**config.mk**
```make
export PLATFORM = sky130hd
export DESIGN_NAME = circular_linked_queue_manager_unit_flat
export DESIGN_NICKNAME = d
export VERILOG_FILES = /design/src/rtl/clq_pkg.sv /design/src/rtl/clq_req_if.sv /design/src/rtl/clq_rsp_if.sv /design/src/rtl/clq_seq.sv /design/src/rtl/clq_datapath.sv /design/src/rtl/circular_linked_queue_manager_unit.sv /design/src/flat_wrapper.sv
export SDC_FILE = /design/constraint.sdc
export NUM_CORES = 1
export LEC_CHECK = 0
export ABC_AREA = 1
export BUFFER_PORTS_ARGS = -buffer_cell sky130_fd_sc_hd__buf_2
export CORE_ASPECT_RATIO = 2
export CORE_UTILIZATION = 42
export CTS_CLUSTER_SIZE = 40
export DETAILED_ROUTE_END_ITERATION = 8
export PLACE_DENSITY_LB_ADDON = 0.25
export SLEW_MARGIN = 20
export SYNTH_ARGS = -nofsm -noshare
export SYNTH_HDL_FRONTEND = slang
export SYNTH_HIERARCHICAL = 1
export SYNTH_SLANG_ARGS = --single-unit
```
**constraint.sdc**
```tcl
create_clock -name clk -period 10.2 [get_ports clk]
set_input_delay 1.02 -clock clk [delete_from_list [all_inputs] [get_ports clk]]
set_output_delay 1.02 -clock clk [all_outputs]
set_load 0.05 [all_outputs]
```
**src/rtl/clq_pkg.sv**
```systemverilog
// ============================================================================
// clq_pkg
// Shared types and constants for the circular linked queue manager: sizes,
// status codes, micro-operations and the control and flag bundles that pass
// between the sequencer and the datapath.
// ============================================================================
`default_nettype none

package clq_pkg;

    // Pool and queue sizes.
    localparam int NUM_ELEMENTS = 64;
    localparam int NUM_QUEUES   = 4;

    // Internal widths follow from the sizes.
    localparam int ELEM_W  = (NUM_ELEMENTS > 1) ? $clog2(NUM_ELEMENTS) : 1;
    localparam int QUEUE_W = (NUM_QUEUES > 1) ? $clog2(NUM_QUEUES) : 1;
    localparam int CNT_W   = $clog2(NUM_ELEMENTS + 1);

    // Fixed widths of the request and response fields.
    localparam int QID_W    = 2;
    localparam int EID_W    = 6;
    localparam int STATUS_W = 2;
    localparam int SIZE_W   = 7;
    localparam int HEAD_W   = 6;

    // Sequencer step counter width.
    localparam int PC_W = 3;

    typedef logic [ELEM_W-1:0]  elem_t;
    typedef logic [QUEUE_W-1:0] queue_t;
    typedef logic [CNT_W-1:0]   cnt_t;
    typedef logic [PC_W-1:0]    pc_t;

    // Request action codes.
    localparam logic ACT_APPEND = 1'b0;
    localparam logic ACT_REMOVE = 1'b1;

    // Response status codes.
    typedef enum logic [STATUS_W-1:0] {
        ST_OK         = 2'd0,
        ST_LINKED     = 2'd1,
        ST_EMPTY      = 2'd2,
        ST_NOT_MEMBER = 2'd3
    } status_t;

    // Datapath micro-operations.
    typedef enum logic [2:0] {
        OP_NONE     = 3'd0,
        OP_DISPATCH = 3'd1,
        OP_APPEND_A = 3'd2,
        OP_APPEND_B = 3'd3,
        OP_REMOVE   = 3'd4
    } op_t;

    // Jump conditions of the sequencer.
    typedef enum logic [1:0] {
        COND_NEVER      = 2'd0,
        COND_ALWAYS     = 2'd1,
        COND_REM_OR_REJ = 2'd2,
        COND_WAS_EMPTY  = 2'd3
    } cond_t;

    // One control word of the microprogram.
    typedef struct packed {
        op_t   op;
        cond_t cond;
        pc_t   target;
        logic  finish;
    } uword_t;

    // Sequencer to datapath.
    typedef struct packed {
        op_t  op;
        logic accept;
        logic out_load;
    } ctl_t;

    // Datapath to sequencer.
    typedef struct packed {
        logic rem_or_rej;
        logic was_empty;
        logic out_free;
    } flags_t;

endpackage

`default_nettype wire

```
**src/rtl/clq_req_if.sv**
```systemverilog
// ============================================================================
// clq_req_if
// Request channel: valid/ready handshake with action, queue and element.
// ============================================================================
`default_nettype none

interface clq_req_if
    import clq_pkg::*;
();

    logic             valid;
    logic             ready;
    logic             action;
    logic [QID_W-1:0] queue_id;
    logic [EID_W-1:0] element_id;

    modport source (
        output valid,
        output action,
        output queue_id,
        output element_id,
        input  ready
    );

    modport sink (
        input  valid,
        input  action,
        input  queue_id,
        input  element_id,
        output ready
    );

endinterface

`default_nettype wire

```
**src/rtl/clq_rsp_if.sv**
```systemverilog
// ============================================================================
// clq_rsp_if
// Response channel: valid/ready handshake with status, size and queue head.
// ============================================================================
`default_nettype none

interface clq_rsp_if
    import clq_pkg::*;
();

    logic                valid;
    logic                ready;
    logic [STATUS_W-1:0] status;
    logic [SIZE_W-1:0]   occupancy;
    logic [HEAD_W-1:0]   head_element;
    logic                head_valid;

    modport source (
        output valid,
        output status,
        output occupancy,
        output head_element,
        output head_valid,
        input  ready
    );

    modport sink (
        input  valid,
        input  status,
        input  occupancy,
        input  head_element,
        input  head_valid,
        output ready
    );

endinterface

`default_nettype wire

```
**src/rtl/clq_seq.sv**
```systemverilog
// ============================================================================
// clq_seq
// Microcoded sequencer: a step counter walks a read-only program whose
// control words drive the datapath and branch on datapath flags.
// ============================================================================
`default_nettype none

module clq_seq
    import clq_pkg::*;
(
    input  logic   clk,
    input  logic   rst_n,
    input  logic   req_valid,
    output logic   req_ready,
    input  flags_t flags,
    output ctl_t   ctl
);

    localparam int UCODE_LEN = 5;

    localparam pc_t STEP_DISPATCH = PC_W'(0);
    localparam pc_t STEP_APPEND_A = PC_W'(1);
    localparam pc_t STEP_APPEND_B = PC_W'(2);
    localparam pc_t STEP_REMOVE   = PC_W'(3);
    localparam pc_t STEP_FINISH   = PC_W'(4);

    // Microprogram. Refused requests go through the remove step, which
    // leaves everything alone once the status is not ok.
    localparam uword_t UCODE [UCODE_LEN] = '{
        '{op: OP_DISPATCH, cond: COND_REM_OR_REJ, target: STEP_REMOVE,   finish: 1'b0},
        '{op: OP_APPEND_A, cond: COND_WAS_EMPTY,  target: STEP_FINISH,   finish: 1'b0},
        '{op: OP_APPEND_B, cond: COND_ALWAYS,     target: STEP_FINISH,   finish: 1'b0},
        '{op: OP_REMOVE,   cond: COND_NEVER,      target: STEP_DISPATCH, finish: 1'b0},
        '{op: OP_NONE,     cond: COND_NEVER,      target: STEP_DISPATCH, finish: 1'b1}
    };

    logic   busy_reg;
    logic   busy_next;
    pc_t    pc_reg;
    pc_t    pc_next;
    uword_t uw;
    logic   take_jump;
    logic   accept;
    logic   out_load;

    // Current control word.
    assign uw = UCODE[pc_reg];

    // Branch condition select.
    always_comb
    begin
        unique case (uw.cond)
            COND_NEVER:      take_jump = 1'b0;
            COND_ALWAYS:     take_jump = 1'b1;
            COND_REM_OR_REJ: take_jump = flags.rem_or_rej;
            COND_WAS_EMPTY:  take_jump = flags.was_empty;
        endcase
    end

    // A new request is taken when idle or in the finish step that frees up.
    assign out_load  = busy_reg && uw.finish && flags.out_free;
    assign req_ready = !busy_reg || (uw.finish && flags.out_free);
    assign accept    = req_valid && req_ready;

    assign ctl.op       = busy_reg ? uw.op : OP_NONE;
    assign ctl.accept   = accept;
    assign ctl.out_load = out_load;

    // Step counter and busy flag.
    always_comb
    begin
        busy_next = busy_reg;
        pc_next   = pc_reg;
        if (accept)
        begin
            busy_next = 1'b1;
            pc_next   = STEP_DISPATCH;
        end
        else if (out_load)
        begin
            busy_next = 1'b0;
            pc_next   = STEP_DISPATCH;
        end
        else if (busy_reg && !uw.finish)
        begin
            pc_next = take_jump ? uw.target : PC_W'(pc_reg + 1'b1);
        end
    end

    always_ff @(posedge clk or negedge rst_n)
    begin
        if (!rst_n)
        begin
            busy_reg <= 1'b0;
            pc_reg   <= STEP_DISPATCH;
        end
        else
        begin
            busy_reg <= busy_next;
            pc_reg   <= pc_next;
        end
    end

    // The step counter stays inside the program.
    a_pc_range: assert property (@(posedge clk) disable iff (!rst_n)
        busy_reg |-> (32'(pc_reg) < UCODE_LEN))
        else $error("step counter left the microprogram");

    // A request is never taken in the middle of a program run.
    a_accept_at_end: assert property (@(posedge clk) disable iff (!rst_n)
        accept |-> (!busy_reg || uw.finish))
        else $error("request taken while a program was still running");

endmodule

`default_nettype wire

```
**src/rtl/clq_datapath.sv**
```systemverilog
// ============================================================================
// clq_datapath
// Link memories, per-element and per-queue state, status and response
// register. Each micro-operation performs one step of append or remove.
// ============================================================================
`default_nettype none

module clq_datapath
    import clq_pkg::*;
(
    input  logic                clk,
    input  logic                rst_n,
    input  ctl_t                ctl,
    output flags_t              flags,
    input  logic                req_action,
    input  logic [QID_W-1:0]    req_queue_id,
    input  logic [EID_W-1:0]    req_element_id,
    input  logic                rsp_ready,
    output logic                rsp_valid,
    output logic [STATUS_W-1:0] rsp_status,
    output logic [SIZE_W-1:0]   rsp_occupancy,
    output logic [HEAD_W-1:0]   rsp_head_element,
    output logic                rsp_head_valid
);

    // Captured request.
    logic             act_reg;
    logic [QID_W-1:0] qid_reg;
    logic [EID_W-1:0] eid_reg;

    // Link and owner memories.
    elem_t  next_mem  [NUM_ELEMENTS];
    elem_t  prev_mem  [NUM_ELEMENTS];
    queue_t owner_mem [NUM_ELEMENTS];
    elem_t  next_rd_reg;
    elem_t  prev_rd_reg;
    queue_t owner_rd_reg;

    // Element and queue state.
    logic [NUM_ELEMENTS-1:0]    linked_reg;
    logic [NUM_ELEMENTS-1:0]    linked_next;
    elem_t [NUM_QUEUES-1:0]     head_reg;
    elem_t [NUM_QUEUES-1:0]     head_next;
    logic [NUM_QUEUES-1:0]      nonempty_reg;
    logic [NUM_QUEUES-1:0]      nonempty_next;
    cnt_t [NUM_QUEUES-1:0]      count_reg;
    cnt_t [NUM_QUEUES-1:0]      count_next;
    status_t                    status_reg;
    status_t                    status_next;

    // Response register.
    logic                rsp_valid_reg;
    logic                rsp_valid_next;
    logic [STATUS_W-1:0] rsp_status_reg;
    logic [SIZE_W-1:0]   rsp_size_reg;
    logic [HEAD_W-1:0]   rsp_head_reg;
    logic                rsp_hv_reg;

    // Decoded request and current queue view.
    logic    q_ok;
    logic    e_ok;
    queue_t  q_idx;
    elem_t   e_idx;
    logic    e_linked;
    logic    cur_nonempty;
    elem_t   cur_head;
    cnt_t    cur_count;
    cnt_t    count_inc;
    cnt_t    count_dec;
    status_t early_status;

    // Memory port controls.
    logic  link_rd;
    elem_t prev_raddr;
    logic  nx_we;
    elem_t nx_waddr;
    elem_t nx_wdata;
    logic  pv_we;
    elem_t pv_waddr;
    elem_t pv_wdata;
    logic  ow_we;

    // Request capture.
    always_ff @(posedge clk)
    begin
        if (ctl.accept)
        begin
            act_reg <= req_action;
            qid_reg <= req_queue_id;
            eid_reg <= req_element_id;
        end
    end

    assign q_ok  = (32'(qid_reg) < NUM_QUEUES);
    assign e_ok  = (32'(eid_reg) < NUM_ELEMENTS);
    assign q_idx = QUEUE_W'(qid_reg);
    assign e_idx = ELEM_W'(eid_reg);

    assign e_linked     = e_ok && linked_reg[e_idx];
    assign cur_nonempty = q_ok && nonempty_reg[q_idx];
    assign cur_head     = q_ok ? head_reg[q_idx] : '0;
    assign cur_count    = q_ok ? count_reg[q_idx] : '0;
    assign count_inc    = CNT_W'(cur_count + 1'b1);
    assign count_dec    = CNT_W'(cur_count - 1'b1);

    // Checks that need no memory read.
    always_comb
    begin
        if (!q_ok)
        begin
            early_status = (act_reg == ACT_REMOVE) ? ST_EMPTY : ST_NOT_MEMBER;
        end
        else if (act_reg == ACT_APPEND)
        begin
            early_status = (!e_ok || e_linked) ? ST_LINKED : ST_OK;
        end
        else if (!cur_nonempty)
        begin
            early_status = ST_EMPTY;
        end
        else if (!e_linked)
        begin
            early_status = ST_NOT_MEMBER;
        end
        else
        begin
            early_status = ST_OK;
        end
    end

    assign prev_raddr = (act_reg == ACT_REMOVE) ? e_idx : cur_head;

    // Flags for the sequencer.
    assign flags.rem_or_rej = (act_reg == ACT_REMOVE) || (early_status != ST_OK);
    assign flags.was_empty  = !cur_nonempty;
    assign flags.out_free   = !rsp_valid_reg || rsp_ready;

    // Micro-operation decode.
    always_comb
    begin
        status_next   = status_reg;
        linked_next   = linked_reg;
        head_next     = head_reg;
        nonempty_next = nonempty_reg;
        count_next    = count_reg;
        link_rd       = 1'b0;
        nx_we         = 1'b0;
        nx_waddr      = e_idx;
        nx_wdata      = e_idx;
        pv_we         = 1'b0;
        pv_waddr      = e_idx;
        pv_wdata      = e_idx;
        ow_we         = 1'b0;
        unique case (ctl.op)
            OP_NONE:
            begin
            end
            OP_DISPATCH:
            begin
                status_next = early_status;
                link_rd     = 1'b1;
            end
            OP_APPEND_A:
            begin
                ow_we = 1'b1;
                nx_we = 1'b1;
                pv_we = 1'b1;
                if (!cur_nonempty)
                begin
                    // First element closes a ring on itself.
                    head_next[q_idx]     = e_idx;
                    nonempty_next[q_idx] = 1'b1;
                    linked_next[e_idx]   = 1'b1;
                    count_next[q_idx]    = count_inc;
                end
                else
                begin
                    // Hook the new element behind the old tail.
                    nx_waddr = prev_rd_reg;
                    pv_wdata = prev_rd_reg;
                end
            end
            OP_APPEND_B:
            begin
                // Close the ring from the new tail back to the head.
                nx_we              = 1'b1;
                nx_wdata           = cur_head;
                pv_we              = 1'b1;
                pv_waddr           = cur_head;
                linked_next[e_idx] = 1'b1;
                count_next[q_idx]  = count_inc;
            end
            OP_REMOVE:
            begin
                if (status_reg == ST_OK)
                begin
                    if (owner_rd_reg != q_idx)
                    begin
                        status_next = ST_NOT_MEMBER;
                    end
                    else
                    begin
                        if (next_rd_reg == e_idx)
                        begin
                            nonempty_next[q_idx] = 1'b0;
                            head_next[q_idx]     = '0;
                        end
                        else
                        begin
                            if (cur_head == e_idx)
                            begin
                                head_next[q_idx] = next_rd_reg;
                            end
                            nx_we    = 1'b1;
                            nx_waddr = prev_rd_reg;
                            nx_wdata = next_rd_reg;
                            pv_we    = 1'b1;
                            pv_waddr = next_rd_reg;
                            pv_wdata = prev_rd_reg;
                        end
                        linked_next[e_idx] = 1'b0;
                        if (cur_count != '0)
                        begin
                            count_next[q_idx] = count_dec;
                        end
                    end
                end
            end
            default:
            begin
            end
        endcase
    end

    // Link memories: one access per memory per cycle.
    always_ff @(posedge clk)
    begin
        if (nx_we)
        begin
            next_mem[nx_waddr] <= nx_wdata;
        end
        if (link_rd)
        begin
            next_rd_reg <= next_mem[e_idx];
        end
    end

    always_ff @(posedge clk)
    begin
        if (pv_we)
        begin
            prev_mem[pv_waddr] <= pv_wdata;
        end
        if (link_rd)
        begin
            prev_rd_reg <= prev_mem[prev_raddr];
        end
    end

    always_ff @(posedge clk)
    begin
        if (ow_we)
        begin
            owner_mem[e_idx] <= q_idx;
        end
        if (link_rd)
        begin
            owner_rd_reg <= owner_mem[e_idx];
        end
    end

    // State with a defined reset value.
    always_ff @(posedge clk or negedge rst_n)
    begin
        if (!rst_n)
        begin
            linked_reg   <= '0;
            nonempty_reg <= '0;
            count_reg    <= '0;
        end
        else
        begin
            linked_reg   <= linked_next;
            nonempty_reg <= nonempty_next;
            count_reg    <= count_next;
        end
    end

    // Heads and status are only read once written.
    always_ff @(posedge clk)
    begin
        head_reg   <= head_next;
        status_reg <= status_next;
    end

    // Response register.
    always_comb
    begin
        if (ctl.out_load)
        begin
            rsp_valid_next = 1'b1;
        end
        else if (rsp_ready)
        begin
            rsp_valid_next = 1'b0;
        end
        else
        begin
            rsp_valid_next = rsp_valid_reg;
        end
    end

    always_ff @(posedge clk or negedge rst_n)
    begin
        if (!rst_n)
        begin
            rsp_valid_reg <= 1'b0;
        end
        else
        begin
            rsp_valid_reg <= rsp_valid_next;
        end
    end

    always_ff @(posedge clk)
    begin
        if (ctl.out_load)
        begin
            rsp_status_reg <= status_reg;
            rsp_size_reg   <= SIZE_W'(cur_count);
            rsp_head_reg   <= cur_nonempty ? HEAD_W'(cur_head) : '0;
            rsp_hv_reg     <= cur_nonempty;
        end
    end

    assign rsp_valid        = rsp_valid_reg;
    assign rsp_status       = rsp_status_reg;
    assign rsp_occupancy    = rsp_size_reg;
    assign rsp_head_element = rsp_head_reg;
    assign rsp_head_valid   = rsp_hv_reg;

    // A queue holds elements exactly when its count is nonzero.
    a_count_matches: assert property (@(posedge clk) disable iff (!rst_n)
        q_ok |-> (cur_nonempty == (cur_count != '0)))
        else $error("queue count and non-empty flag disagree");

    // An accepted removal always finds a nonzero count.
    a_remove_count: assert property (@(posedge clk) disable iff (!rst_n)
        (ctl.op == OP_REMOVE && status_reg == ST_OK && owner_rd_reg == q_idx)
        |-> (cur_count != '0))
        else $error("removal from a queue whose count is zero");

    // A response is never loaded over one that is still waiting.
    a_no_overwrite: assert property (@(posedge clk) disable iff (!rst_n)
        ctl.out_load |-> (!rsp_valid_reg || rsp_ready))
        else $error("response register overwritten before it was taken");

endmodule

`default_nettype wire

```
**src/rtl/circular_linked_queue_manager_unit.sv**
```systemverilog
// ============================================================================
// circular_linked_queue_manager_unit
// Circular doubly linked queue manager: appends elements to queue tails and
// removes them from anywhere in a queue, one request at a time.
// ============================================================================
// An append to a non-empty queue runs dispatch, append A, append B, finish;
// one to an empty queue skips append B; a removal or refusal runs dispatch,
// remove, finish. A new request waits for the finish step and a free response
// register. The single-ported next/prev link memories set the step count.
// Reset: queue counts, non-empty flags, linked flags and control clear
// asynchronously; link memories are not cleared and need no clearing pass.
`default_nettype none

module circular_linked_queue_manager_unit
    import clq_pkg::*;
(
    input  logic      clk,
    input  logic      rst_n,
    clq_req_if.sink   req,
    clq_rsp_if.source rsp
);

    ctl_t   ctl;
    flags_t flags;

    // Microprogram sequencer.
    clq_seq u_seq (
        .clk       (clk),
        .rst_n     (rst_n),
        .req_valid (req.valid),
        .req_ready (req.ready),
        .flags     (flags),
        .ctl       (ctl)
    );

    // Link datapath and response register.
    clq_datapath u_datapath (
        .clk              (clk),
        .rst_n            (rst_n),
        .ctl              (ctl),
        .flags            (flags),
        .req_action       (req.action),
        .req_queue_id     (req.queue_id),
        .req_element_id   (req.element_id),
        .rsp_ready        (rsp.ready),
        .rsp_valid        (rsp.valid),
        .rsp_status       (rsp.status),
        .rsp_occupancy    (rsp.occupancy),
        .rsp_head_element (rsp.head_element),
        .rsp_head_valid   (rsp.head_valid)
    );

endmodule

`default_nettype wire
```
**src/flat_wrapper.sv**
```systemverilog
// flat-port wrapper written by rule: the top's interface ports become plain ports
module circular_linked_queue_manager_unit_flat import clq_pkg::*;
  (clk, rst_n, req_valid, req_action, req_queue_id, req_element_id, req_ready, rsp_valid, rsp_status, rsp_occupancy, rsp_head_element, rsp_head_valid, rsp_ready);
  clq_req_if req_i ();
  clq_rsp_if rsp_i ();
  input  logic clk;
  input  logic rst_n;
  input wire logic [$bits(req_i.valid)-1:0] req_valid;
  input wire logic [$bits(req_i.action)-1:0] req_action;
  input wire logic [$bits(req_i.queue_id)-1:0] req_queue_id;
  input wire logic [$bits(req_i.element_id)-1:0] req_element_id;
  output wire logic [$bits(req_i.ready)-1:0] req_ready;
  output wire logic [$bits(rsp_i.valid)-1:0] rsp_valid;
  output wire logic [$bits(rsp_i.status)-1:0] rsp_status;
  output wire logic [$bits(rsp_i.occupancy)-1:0] rsp_occupancy;
  output wire logic [$bits(rsp_i.head_element)-1:0] rsp_head_element;
  output wire logic [$bits(rsp_i.head_valid)-1:0] rsp_head_valid;
  input wire logic [$bits(rsp_i.ready)-1:0] rsp_ready;
  assign req_i.valid = req_valid;
  assign req_i.action = req_action;
  assign req_i.queue_id = req_queue_id;
  assign req_i.element_id = req_element_id;
  assign req_ready = req_i.ready;
  assign rsp_valid = rsp_i.valid;
  assign rsp_status = rsp_i.status;
  assign rsp_occupancy = rsp_i.occupancy;
  assign rsp_head_element = rsp_i.head_element;
  assign rsp_head_valid = rsp_i.head_valid;
  assign rsp_i.ready = rsp_ready;
  circular_linked_queue_manager_unit u_core (.clk(clk), .rst_n(rst_n), .req(req_i), .rsp(rsp_i));
endmodule
```
======== Word-level counts from Yosys, hierarchy flattened ========
Memories as Yosys holds them, arrays and structs flattened. A register that Yosys moved wholly into a read port is not among the register bits.
Cells that the tools add are included.
word-level totals
  bits in registers ....................... 152
  RAM bits ................................ 896
  ROM bits ................................ 72
  input bits .............................. 13
  output and inout bits ................... 18
  word-level logic and storage cells ...... 168
  memories kept ........................... 4
memories
  name                         depth  bits a word  read ports  clocked after memory_dff  wr ports  RTL line            text
  u_core.u_datapath.next_mem   64     6            1           1                         1         clq_datapath.sv:32  elem_t next_mem [NUM_ELEMENTS];
  u_core.u_datapath.prev_mem   64     6            1           1                         1         clq_datapath.sv:33  elem_t prev_mem [NUM_ELEMENTS];
  u_core.u_datapath.owner_mem  64     2            1           1                         1         clq_datapath.sv:34  queue_t owner_mem [NUM_ELEMENTS];
  (name not given)             8      9            1           0                         0         clq_seq.sv:47       assign uw = UCODE[pc_reg];
operators by class
  add/sub/neg operators ................... 3
  $lt $le $gt $ge ......................... 5
  equality and inequality tests ........... 17
  mux-type cells .......................... 79
  bitwise gates (word level) .............. 9
  reductions and logical operators ........ 30
operators by type and width
  kind               number
  $mux W64           3
  $pmux W64 S3       1
  $mux W24           5
  $mux W28           4
  $pmux W28 S3       1
  $and A64 B64 Y64   1
  $not A64 Y64       1
  $or A64 B64 Y64    1
  $mux W6            10
  $bwmux W28         2
  $bwmux W24         2
  $pmux W24 S2       1
  $and A24 B24 Y24   1
  $not A24 Y24       1
  $pmux W6 S2        2
  $mux W1            18
  $mux W9            2
  $mux W4            4
  $mux W3            5
  $reduce_and A5 Y1  3
  $bmux W7 S2        1
  $demux W7 S2       1
  $mux W7            2
  $bmux W6 S2        1
  41 further kinds   70

======== Longest topological paths before layout ========
Gate-level depths: netlist of the first run.
  word-level depth ........................ 12
  mapped depth ............................ 18
  depth with buffers taken out ............ 17

======== By module ========
Netlist of the first run, hierarchy kept.
by module, submodules not included
  module        instances  cells an instance  area an instance (um^2)  seq. area each (um^2)
  clq_datapath  1          4,058              45,377.3                 31,285.0
  clq_seq       1          44                 325.3                    100.1

======== Least setup slack after synthesis of the first run ========
OpenSTA, ideal clock, no wires.
  path type ............................... register -> register
  from .................................... register u_core.u_datapath.qid_reg[1] (netlist: u_core/u_datapath/q_idx[1])
  to ...................................... memory u_core/u_datapath/prev_mem[13][0] in the netlist's numbering (enable)
  setup time .............................. 0.350 ns
  arrival ................................. 3.931 ns
  path slack .............................. 5.919 ns
  stages on the path, launching flop included .. 12
  buffers on the path ..................... 1
  cell sequence ........................... edfxtp_1 > buf_6 > inv_2 > nand2_1 > nor2_1 > nor2_1 > nand2_1 > a22oi_1 > nand3_1 > a31oi_1 > nand2_1 > nor2_1
between the ends
  elaborated cells on any way between the ends .. 11
  classes of those cells .................. eq/ne (1); mux (10)
RTL lines
  what                               RTL line             text
  from (decl)                        clq_datapath.sv:28   logic [QID_W-1:0] qid_reg;
  from (signal assigned)             clq_datapath.sv:89   qid_reg <= req_queue_id;
  $ne A2 B2 Y1                       clq_datapath.sv:197  if (owner_rd_reg != q_idx)
  $mux W6 (2 in series)              n/a
  $pmux W6 S2 *                      n/a
  net u_core.u_datapath.nx_wdata[1]  clq_datapath.sv:77   elem_t nx_wdata;
  to (decl)                          clq_datapath.sv:33
The timed path passes the listed nets; every way through them passes the cells marked *. The select of a mux whose other input is x is not followed.

======== Final worst setup path of the first run ========
  from .................................... register u_core.u_datapath.qid_reg[1] (netlist: u_core/u_datapath/q_idx[1])
  to ...................................... memory u_core/u_datapath/next_mem[41][1] in the netlist's numbering (enable)
between the ends
  elaborated cells on any way between the ends .. 12
  classes of those cells .................. eq/ne (1); mux (11)
RTL lines
  what                                RTL line             text
  $bmux W1 S2                         clq_datapath.sv:100  assign cur_nonempty = q_ok && nonempty_reg[q_idx];
  $mux W1 (implied by the code)       clq_datapath.sv:100
  net u_core.u_datapath.cur_nonempty  clq_datapath.sv:65   logic cur_nonempty;
  $mux W6                             clq_datapath.sv:168  if (!cur_nonempty)
  $pmux W6 S2                         clq_datapath.sv:154  unique case (ctl.op)
  net u_core.u_datapath.nx_waddr[3]   clq_datapath.sv:76   elem_t nx_waddr;
  to (decl)                           clq_datapath.sv:32
The timed path passes the listed nets, and every way through them passes these cells. The select of a mux whose other input is x is not followed.

==> metrics.cfg, run 1 <==
[status]
status = complete, no violations

[setup_path]
cp_max_fo = 62
crit_start = u_core/u_datapath/q_idx[1]
cp.arrival_ns = 5.33
critPathSlowestCell = buf_4
crit_path_start_kind = register
worstSetupPathType = reg -> reg
end_kind = register
r2r-end = u_core/u_datapath/next_mem[41][1]
slowest_delay_ns = 0.68
required_ns = 10.53
cp_top_family = buffers and inverters
ff2ff_setup_slack_ns = 5.21
worstPathCellList = buf_4 -> nor2_2 -> nand2_1 -> o2111ai_4 -> nand2_4 -> nand2_1 -> o21ai_1 -> a21oi_2 -> inv_2 -> buf_4 -> nand3_2 -> nor2_1
rr_worst_depth = 12
worst-path-buf-inv = 3
reg2reg_from = u_core/u_datapath/q_idx[1]

[route]
ant_nets = 0
drt_drc_violations_left = 0
wirelength_um = 131000
firstDrtPassIters = 6
drt_iter0_markers = 2387
vias = 30600
vias_per_cell = 5.55
wl_per_cell_um = 23.8

[clocking]
htreeDepth = 3
postCtsSetupBuffers = 0
cts_resized = 0
cts_buffers = 88
cts_tree = built
ctsHoldBuffers = 0
clk_pin_slew_ns = 0.07
clockBufferDepth = 3
cts.sinks = 1062
clkLatencyLatePin_ns = 0.71
cts_root_buffer = clkbuf_16

[global_routing]
grt_use_total_pct = 23.7
antenna_found_initial = 1
overflow = 0
grt_pass1_vias = 30800
grt_max_degree = 109
grt_first_pass_wirelength_um = 192000

[cells_and_area]
nNetsFinal = 4086
mostFrequentLayoutCells = edfxtp_1, nand2_1, nand3_1
drive_gt1_share_pct = 8.70
area_growth_pct = 10.0
utilization_pct = 46.7
reg_top3 = u_core/u_datapath/next_mem: 384 flops, u_core/u_datapath/prev_mem: 384 flops, u_core/u_datapath/owner_mem: 128 flops
final_common_cell = edfxtp_1

[synthesis]
synth_top_area_cell = edfxtp_1
avgSynthCellArea_um2 = 11.1
synth-async-reset-ratio_pct = 9.51
synth_area_um2 = 45700
yosysWarnings = 6
synth_top_area_share_pct = 63.1
yosysSeqAreaShare_pct = 68.7
syn_nets = 4120
ys.flop_type = edfxtp_1
synth_area_leaders = edfxtp_1, nand2_1, dfrtp_1
synth-edff-count = 961
ys_ff_latch = 1062
syn-instance-count = 4102
synth.distinct_cells = 57

[sta]
worst_slew_pin_slew_ns = 0.985
max_slew_margin_pct = 34.3
hold_viol_final = 0
finalMaxSlewViolations = 0
period_share_pct = 49.0
setup_viol = 0
final.setup.tns_ns = 0
fmax_mhz = 200
rsz0062_at_grt = no
finalClockSkew_ns = 0.0247
fin_crit_ns = 4.99

[power]
p_int_mw = 8.34
clkPwrFrac_pct = 28.8
pwr-share-comb_pct = 27.4
peakVddDrop_uv = 164
fin_total_pwr_mw = 12.9
p_per_area_nw_per_um2 = 256
switchingPower_mw = 4.54
p_sw_share_pct = 35.2
pwr-share-seq_pct = 43.9
power.leakage_nw = 18.5

[floorplan]
die_y_um = 469
die_area_um2 = 110000
num_rows = 170
initial_utilization_pct = 42.5
fp.dieW_um = 235
io_pins = 31
core_area_um2 = 108000

[place]
gp_congestion = 0.891
hpwl_um = 83600
numPortBuffers = 30

[flow_run]
maxCapViolations = 0

[min_path]
hold_path.class = in -> async

## per-stage QoR
step           cells  instance area [µm²]  setup WS [ns]  hold slack, ns
6_report        5517                50300           5.21           0.221
5_1_grt         5516                50300           4.94           0.229
4_1_cts         5515                50300           5.13           0.193
3_5_place_dp    5354                47100           5.14           0.474
3_3_place_gp    5354                47100           5.26           0.467
2_1_floorplan   4102                45700           5.92           0.427
## synth_stat cells (all sizes together), types with 9 or more instances
library cell and instances:
dfrtp 101, edfxtp 961, a221oi 36, inv 474, buf 132, a22oi 86
nand2 977, o21ai 137, nor2 228, and3 9, clkbuf 80, nor3 133
nand3 483, a21oi 37, nand4 88, nand3b 60, o22ai 29
## routing by layer
layer  GRT usage [%]  share of wire (%)  up-vias
li1                -                  -    14100
met1            24.7                 35    15100
met2            44.8                 54     1041
met3            2.41                4.1      370
met4            16.0                7.1        0
met5               0                  0        -
## worst register-to-register path, delay by kind of cell (launching register included)
family          cells  cell delay (ns)
compound gates      3             0.57
flops               1             0.54
buf+inv             3             1.82
simple gates        6             1.73
## worst max path at each step
| stage | endpoint | slack, ns | cells past startpoint |
|---|---|---|---|
| global route | u_core/u_datapath/next_mem[41][1] | 4.94 | 14 |
| detailed placement | u_core/u_datapath/next_mem[41][0] | 5.14 | 12 |
| global placement | u_core/u_datapath/next_mem[41][1] | 5.26 | 12 |
| finish | u_core/u_datapath/next_mem[41][1] | 5.21 | 12 |
| floorplan | u_core/u_datapath/prev_mem[13][0] | 5.92 | 11 |
| CTS | u_core/u_datapath/next_mem[41][1] | 5.13 | 12 |
## final cells by class
cell class | instances | area (µm²)
Clock buffer | 98 | 2280
Clock inverter | 63 | 858
Antenna cell | 2 | 5.00
Sequential cell | 1062 | 31400
Fill cell | 9762 | 57300
Multi-Input combinational cell | 2348 | 11600
Tap cell | 1376 | 1720
Inverter | 480 | 1820
Timing Repair Buffer | 88 | 588
## power by group through the flow
stage / Clock, mW / Sequential, mW / Combinational, mW
floorplan: 0 / 5.76 / 2.06
global placement: 0 / 5.74 / 3.51
detailed placement: 0 / 5.74 / 3.53
CTS: 3.78 / 5.64 / 3.53
global route: 3.92 / 5.67 / 3.76
finish: 3.71 / 5.65 / 3.52
## cell families (layout without fill, tap and decap cells)
group           Yosys count  in the layout  synth area share (%)
simple gates           1979           1979                  19.7
flops                  1062           1062                  68.7
buf+inv                 692            729                  6.17
compound gates          353            353                  5.09
xor+xnor                  8              8                 0.186
fa+ha+maj                 5              5                 0.137
mux                       3              3                0.0657
other cells               0              2                     0
Note: power is estimated with default switching activity, not from simulation.
==> inputs of run 2 (changes only) <==
==> constraint.sdc (replaced) <==
create_clock -name clk -period 5 [get_ports clk]
set_input_delay 0.5 -clock clk [delete_from_list [all_inputs] [get_ports clk]]
set_output_delay 0.5 -clock clk [all_outputs]
set_load 0.05 [all_outputs]
==> run 2 against run 1 <==
Total power rose by 100%. First-iteration DRC count fell by 1.2%. Critical path type unchanged. Flip-flop and latch count did not move. Clock power rose by 93%. Worst hold slack got worse by 0.075 ns. Global-route usage rose by 0.13 points. Utilization rose by 0.32 points. Design area rose by 0.69%.
==> metrics.cfg, run 2 (synthesis results as in run 1) <==
[status]
status = complete, no violations

[sta]
fin_crit_ns = 4.04
rsz0062_at_grt = no
max_slew_margin_pct = 33.0
layout_setup_ws_ns = 0.955
fmax_mhz = 247
worst_slew_pin_slew_ns = 1.00
finalClockSkew_ns = 0.0307
setup_viol = 0
hold_slack_ns = 0.146
finalMaxSlewViolations = 0
period_share_pct = 80.9
final.setup.tns_ns = 0
hold_viol_final = 0

[global_routing]
antenna_found_initial = 3
grt_first_pass_wirelength_um = 193000
grt_pass1_vias = 31200
overflow = 0
grt_use_total_pct = 23.8
grt_max_degree = 90

[power]
p_int_mw = 16.8
pwr-share-comb_pct = 27.8
peakVddDrop_uv = 427
p_per_area_nw_per_um2 = 512
pwr-share-seq_pct = 44.6
fin_total_pwr_mw = 25.9
clkPwrFrac_pct = 27.7
power.leakage_nw = 18.7
switchingPower_mw = 9.07
p_sw_share_pct = 35.0

[floorplan]
io_pins = 31
fp.dieW_um = 235
initial_utilization_pct = 42.5
die_y_um = 469
num_rows = 170
die_area_um2 = 110000
core_area_um2 = 108000

[clocking]
clk_pin_slew_ns = 0.07
cts.sinks = 1062
clockBufferDepth = 3
cts_root_buffer = clkbuf_16
htreeDepth = 3
cts_tree = built
cts_buffers = 86
postCtsSetupBuffers = 0
clkLatencyLatePin_ns = 0.70

[route]
ant_nets = 0
vias_per_cell = 5.54
vias = 30800
wirelength_um = 131000
wl_per_cell_um = 23.5
firstDrtPassIters = 8
drt_iter0_markers = 2359
drt_drc_violations_left = 0

[place]
postPlaceCellArea_um2 = 47600
hpwl_um = 86900
dp_cells = 5401
numPortBuffers = 30
gp_congestion = 0.921
pre_cts_slack_ns = 0.958

[setup_path]
crit_path_start_kind = register
end_kind = register
worstPathCellList = inv_2 -> ha_1 -> inv_2 -> nor2_1 -> inv_1 -> nor2_1 -> inv_2 -> nor2_4 -> nor2_1 -> a22oi_2 -> nand3_2 -> a31oi_1 -> nand2_1 -> nor2_1
slowest_delay_ns = 0.60
worstSetupPathType = reg -> reg
crit_top_cell = nor2_1
cp.arrival_ns = 4.36
rr_worst_depth = 14
critPathSlowestCell = nor2_1
required_ns = 5.32
cp_max_fo = 8

[min_path]
whs_path_depth = 3
hold_path.class = in -> reg

[flow_run]
maxCapViolations = 0

[cells_and_area]
drive_gt1_share_pct = 9.54
mostFrequentLayoutCells = edfxtp_1, nand2_1, nand3_1
nNetsFinal = 4141
fillers = 9774
fin_cells = 5570
reg_top3 = u_core/u_datapath/next_mem: 384 flops, u_core/u_datapath/prev_mem: 384 flops, u_core/u_datapath/owner_mem: 128 flops
utilization_pct = 47.0
final_common_cell = edfxtp_1
postLayoutCellArea_um2 = 50600
area_growth_pct = 10.8

==> run 2: path summary, 6_finish.rpt <==
kind,start,end,slack (ns)
min reg2reg,u_core/u_datapath/count_reg[26],u_core/u_datapath/count_reg[26],0.48
max in group asynchronous,rst_n,async pin,3.49
min in group asynchronous,rst_n,async pin,0.53
max reg2reg,u_core/u_seq/pc_reg[1],u_core/u_datapath/prev_mem[34][3],0.96
max,u_core/u_seq/pc_reg[1],u_core/u_datapath/prev_mem[34][3],0.96
min,req_valid,u_core/u_seq/busy_reg,0.15
==> run 2: layer usage <==
layer  track usage [%]  vias to the layer above  part of all wire [%]
li1                  -                    14200                     -
met1              24.0                    15200                    34
met2              46.0                     1055                    55
met3              2.59                      371                   4.4
met4              15.8                        2                   6.9
met5                 0                        -                0.0076
==> run 2: timing repair <==
action | CTS | global route
resized for setup | 0 | 0
hold buffers | 10 | 0
setup endpoints to repair | 0 | 0
hold endpoints to repair | 84 | 0
==> run 2: layout make-up <==
cell class                 count  area [µm²]  share of cell area, %
antenna                        2        5.00                0.00988
clock buffer                 107        2340                   4.61
clock inverter                50         602                   1.19
inverter                     480        1810                   3.58
multi-input combinational   2348       11600                   23.0
sequential                  1062       31400                   62.0
tap                         1376        1720                   3.40
timing repair buffer         145        1130                   2.23
==> run 2: power groups by stage <==
stage / sequential [mW] / combinational, mW / clock, mW
final: 11.6 / 7.19 / 7.17
after global routing: 11.6 / 7.73 / 7.57
after CTS: 11.5 / 7.20 / 7.29
after detailed placement: 11.7 / 7.18 / 0
after global placement: 11.7 / 7.13 / 0
after floorplan: 11.8 / 4.21 / 0
==> run 2: worst max-delay path, delay by kind of cell (launching register included) <==
family	cells	cell delay [ns]
simple gates	7	2.12
compound gates	2	0.47
flops	1	0.43
fa+ha+maj	1	0.32
buf+inv	4	0.31
